<file path="src/design/cfa_pkg.sv">
// cfa_pkg: shared constants, codes and types for the contiguous frame allocator.
// Used by every design file but cfa_ram; no dependencies.
`timescale 1ns / 1ps
`default_nettype none

package cfa_pkg;

  // Table geometry
  localparam int FRAMES   = 1024;
  localparam int REF_BITS = 8;
  localparam int IDX_W    = (FRAMES > 1) ? $clog2(FRAMES) : 1;

  // Field widths of the request and result
  localparam int FUNC_W = 2;
  localparam int SF_W   = 10;
  localparam int CNT_W  = 11;
  localparam int PROT_W = 2;
  localparam int STAT_W = 2;
  localparam int FIDX_W = 10;

  // Counter width: holds a request count, the table size and a raw start frame
  localparam int FR1_W  = $clog2(FRAMES + 1);
  localparam int LEFT_W = (FR1_W > CNT_W) ? FR1_W : CNT_W;

  localparam logic [REF_BITS-1:0] REF_MAX = {REF_BITS{1'b1}};

  // Operation codes
  localparam logic [FUNC_W-1:0] FN_FIND = 2'd0;
  localparam logic [FUNC_W-1:0] FN_MAP  = 2'd1;
  localparam logic [FUNC_W-1:0] FN_REL  = 2'd2;

  // Status codes
  localparam logic [STAT_W-1:0] ST_OK      = 2'd0;
  localparam logic [STAT_W-1:0] ST_NOFIT   = 2'd1;
  localparam logic [STAT_W-1:0] ST_ZEROREF = 2'd2;

  // One table entry as stored in the frame RAM
  typedef struct packed {
    logic                mapped;
    logic [PROT_W-1:0]   prot;
    logic [REF_BITS-1:0] refc;
  } entry_t;

  localparam int ENTRY_W = $bits(entry_t);

  // Controller to datapath commands
  typedef struct packed {
    logic clr;       // clearing sweep, one entry a cycle
    logic load;      // capture a request
    logic red;       // reduce start frame by FRAMES
    logic start;     // set up the walk address
    logic run;       // walk: issue reads, process returned entries
    logic out_load;  // move result into the output register
  } cmd_t;

  // Datapath to controller status
  typedef struct packed {
    logic clr_last;
    logic red_ge;
    logic finish;
    logic out_free;
  } sts_t;

endpackage

`default_nettype wire

</file>
<file path="src/design/cfa_ctrl.sv">
// cfa_ctrl: sequencing state machine (clear sweep, start reduction, walk, hand-off).
// Depends on cfa_pkg.
`timescale 1ns / 1ps
`default_nettype none

module cfa_ctrl (
  input  wire logic          clk,
  input  wire logic          rst_n,
  input  wire logic          in_valid,
  output logic               in_ready,
  input  wire cfa_pkg::sts_t sts,
  output cfa_pkg::cmd_t      cmd
);
  import cfa_pkg::*;

  localparam logic [2:0] S_CLEAR  = 3'd0;
  localparam logic [2:0] S_IDLE   = 3'd1;
  localparam logic [2:0] S_REDUCE = 3'd2;
  localparam logic [2:0] S_RUN    = 3'd3;
  localparam logic [2:0] S_DONE   = 3'd4;

  logic [2:0] state_r, state_nxt;

  always_comb begin
    state_nxt = state_r;
    cmd       = '0;
    in_ready  = 1'b0;
    case (state_r)
      S_CLEAR: begin
        cmd.clr = 1'b1;
        if (sts.clr_last) state_nxt = S_IDLE;
      end
      S_IDLE: begin
        in_ready = 1'b1;
        if (in_valid) begin
          cmd.load  = 1'b1;
          state_nxt = S_REDUCE;
        end
      end
      S_REDUCE: begin
        if (sts.red_ge) begin
          cmd.red = 1'b1;
        end else begin
          cmd.start = 1'b1;
          state_nxt = S_RUN;
        end
      end
      S_RUN: begin
        cmd.run = 1'b1;
        if (sts.finish) state_nxt = S_DONE;
      end
      S_DONE: begin
        if (sts.out_free) begin
          cmd.out_load = 1'b1;
          state_nxt    = S_IDLE;
        end
      end
      default: begin
        state_nxt = S_CLEAR;
      end
    endcase
  end

  always_ff @(posedge clk) begin
    if (!rst_n) begin
      state_r <= S_CLEAR;
    end else begin
      state_r <= state_nxt;
    end
  end

endmodule

`default_nettype wire

</file>
<file path="config.mk">
export PLATFORM = sky130hd
export DESIGN_NAME = cfa_ctrl
export DESIGN_NICKNAME = d
export VERILOG_FILES = /design/src/design/cfa_pkg.sv /design/src/design/cfa_ctrl.sv
export SDC_FILE = /design/constraint.sdc
export NUM_CORES = 1
export LEC_CHECK = 0
export BUFFER_PORTS_ARGS = -buffer_cell sky130_fd_sc_hd__buf_2
export CAP_MARGIN = 30
export CORE_AREA = 5 5 42 44
export CTS_CLUSTER_DIAMETER = 150
export DETAILED_ROUTE_END_ITERATION = 7
export DIE_AREA = 0 0 47 49
export GPL_TIMING_DRIVEN = 0
export PLACE_DENSITY = 0.49
export SLEW_MARGIN = 25
export SYNTH_ARGS = -nofsm -noshare
export SYNTH_HDL_FRONTEND = slang
export SYNTH_SLANG_ARGS = --single-unit
</file>
<file path="constraint.sdc">
create_clock -name clk -period 1.75 [get_ports clk]
set_clock_uncertainty 0.15 [all_clocks]
set_input_delay 0.35 -clock clk [delete_from_list [all_inputs] [get_ports clk]]
set_output_delay 0.35 -clock clk [all_outputs]
set_load 0.02 [all_outputs]
</file>
==> results.ini <==
[status]
status=completed

[global_route]
first_global_vias=322
antenna_found_initial=0
grt_remaining_overflow=0
grt_first_pass_wirelength_um=1228
gr-usage-met2=0.1109
grt_util_all_layers=0.07248
grt_max_degree=12
globalRouteMet3Util=0.01107
grt_busiest_layer=met2
met1_usage=0.08553

[die]
die_area_um2=2303
die_y_um=49
rows=14
core_um2=1401
top_level_ports=14
start_util=0.1929
die_w_um=47

[finish]
largest_reg_flops=3
reg_top3=state_r (3)
fillers=160
drive_above_1_share=0.5686
ff_latch_area_um2=66.31
syn_to_final_growth_pct=56.94
postLayoutCoreUtil=0.3027
diodes=0
multi_input_area_um2=202.7
fin_nets=59
top_register=state_r

[drt]
post_drt_wl_per_cell_um=11.49
detail-route-antenna-nets=0
vias=304
drcViolationCount=0
drt_iter0_markers=2
viasPerCell=4.537
first_pass_iters=2
wirelength_um=770

[hold_path]
worstHoldPathType=in -> reg
hp-start=rst_n
whs_endpoint=state_r[1]
hold_path_depth=2

[setup_path]
critPathMaxFanout=4
crit_chain=nand2_2 > or3_4 > inv_2 > buf_6
worstSetupEndpointType=primary output
worstReg2RegEnd=state_r[1]
cp_num_buf_inv=2
critPathArrivalTime_ns=1.21
cpMaxStageDelayCell=or3_4
path_delay_family=simple AND/OR/NAND/NOR gates
critPathMaxStageDelay_ns=0.40
path_class=reg -> out
reg2reg_depth=5
r2r_start=state_r[1]
critPathRequiredTime_ns=1.25
r2r_setup_slack_ns=0.10
start_kind=flip-flop

[timing]
drv_slew=0
hold_slack_ns=0.2253
fin_setup_tns_ns=0
setup_violations=0
slew_headroom=0.7822
fmax_ghz=0.5854
worst_slack_ns=0.04188
worst_slew_pin_slew_ns=0.3237
finalHoldViolations=0
rsz0062_at_grt=false
post-route-period-util=0.9761
period_needed_ns=1.708

[placed_design]
dp_slack_ns=0.1444
port_buffers=13
gp_congestion=0.6265

[yosys]
syn_inst=34
ys_ff_latch=3
ys_seq_area_frac=0.2222
syn_nets=41
syn_area_um2=270.3
yosys_warnings=0
synth_cell_types=26
syn_area_per_cell_um2=7.949

[cts]
cts_buffers=3
postCtsHoldBufs=0
tritoncts=done
clk_pin_slew_ns=0.03
clk_path_buf_depth=2
clock-sinks=3
h-tree-depth=1
cts_root_buf=clkbuf_4
clk_latency_ns=0.23

[run]
maxCapViolCount=0

[power_and_ir_drop]
p_per_area_nw_per_um2=1653
leakagePower_nw=0.1975
ir_drop_uv=637.8

worst max path at each step:
stage | slack (ns) | startpoint | end | cells after the start
floorplan | 0.04 | state_r[1] | cmd[0] | 2
global placement | 0.13 | state_r[0] | cmd[3] | 4
global route | 0.002 | state_r[1] | cmd[3] | 4
CTS | -0.01 | state_r[0] | cmd[3] | 4
finish | 0.04 | state_r[1] | cmd[3] | 4
detailed placement | 0.14 | state_r[0] | cmd[3] | 4
where the power goes:
group	total [mW]	leakage, nW	internal [mW]	switching, mW
registers	0.133	0.0261	0.103	0.0303
logic	0.451	0.156	0.208	0.242
clock network	0.118	0.0150	0.0852	0.0324
total	0.701	0.197	0.396	0.305
stage by stage:
stage	power (mW)	area [µm²]	cells
floorplan	0.4092	276.5	34
global placement	0.5079	361.6	63
detailed placement	0.5069	361.6	63
CTS	0.6648	400.4	66
global route	0.7575	424.2	67
finish	0.7013	424.2	67
final cells by class:
type,count,area share
inverters,2,0.01770
multi-input cells,26,0.4779
flip-flops and latches,3,0.1563
repair buffers,14,0.1858
plain buffers,2,0.05310
clock buffers,4,0.06195
well taps,16,0.04720
cells in the mapped netlist:
master | instances | share of area
a21boi_1 | 2 | 0.056
a21oi_1 | 1 | 0.019
a31o_1 | 1 | 0.032
a31oi_1 | 1 | 0.023
and2_1 | 2 | 0.046
buf_2 | 1 | 0.019
buf_4 | 1 | 0.028
clkbuf_4 | 1 | 0.028
dfxtp_1 | 3 | 0.22
inv_1 | 2 | 0.028
nand2_1 | 2 | 0.028
nand2b_1 | 1 | 0.023
nand4_1 | 1 | 0.023
nor2_1 | 1 | 0.014
nor2b_1 | 1 | 0.023
nor3_1 | 3 | 0.056
nor4_1 | 1 | 0.023
nor4b_1 | 1 | 0.032
nor4bb_1 | 1 | 0.037
o2111ai_1 | 1 | 0.032
o211a_1 | 1 | 0.037
o21ai_0 | 1 | 0.019
o31ai_2 | 1 | 0.046
or3_1 | 1 | 0.023
or4b_4 | 1 | 0.051
xnor2_1 | 1 | 0.032
cells in the final DEF (no fill, tap or decap):
cell type	netlist	layout
a21boi_1	2	2
a21oi_1	1	1
a31o_1	1	1
a31oi_1	1	1
and2_1	2	2
buf_2	1	12
buf_4	1	1
buf_6	0	3
clkbuf_1	0	1
clkbuf_4	1	3
dfxtp_2	0	2
dfxtp_4	0	1
inv_1	2	1
inv_2	0	1
nand2_1	2	1
nand2_2	0	1
nand2b_1	1	1
nand4_1	1	1
nor2_1	1	1
nor2b_1	1	1
nor3_1	3	3
nor4_1	1	1
nor4b_2	0	1
nor4bb_2	0	1
o2111ai_1	1	1
o211a_1	1	1
o21ai_0	1	1
o31ai_2	1	1
or3_4	0	1
or4b_4	1	1
xnor2_1	1	1
kinds of logic (layout without fill, tap and decap cells):
| kind of cell | after synthesis | count (layout) | synth area share |
|---|---|---|---|
| and+or+nand+nor | 16 | 16 | 0.3797 |
| DFF | 3 | 3 | 0.2222 |
| buffers and inverters | 5 | 22 | 0.1019 |
| AOI/OAI and AO/OA | 9 | 9 | 0.2639 |
| xor gates and xnor gates | 1 | 1 | 0.03241 |
worst reg2reg max path, cell delays in order (launching register included):
cell     delay [ns]
dfxtp_4        0.35
buf_4          0.13
or4b_4         0.54
o31ai_2        0.08
nor3_1         0.07
o211a_1        0.21
what timing repair did:
item,CTS,global route
buffers inserted,0,1
hold endpoints to repair,0,0
pin swaps,0,1
resized for setup,8,5
endpoints found under the setup margin,3,3
layer usage:
metal | wire length [µm] | part of all wire | vias up
met5 | 0 | 0 | -
met4 | 0 | 0 | 0
met3 | 46 | 0.060 | 0
met2 | 360 | 0.47 | 8
met1 | 364 | 0.47 | 137
li1 | - | - | 159
Note: power is estimated with default switching activity, not from simulation.
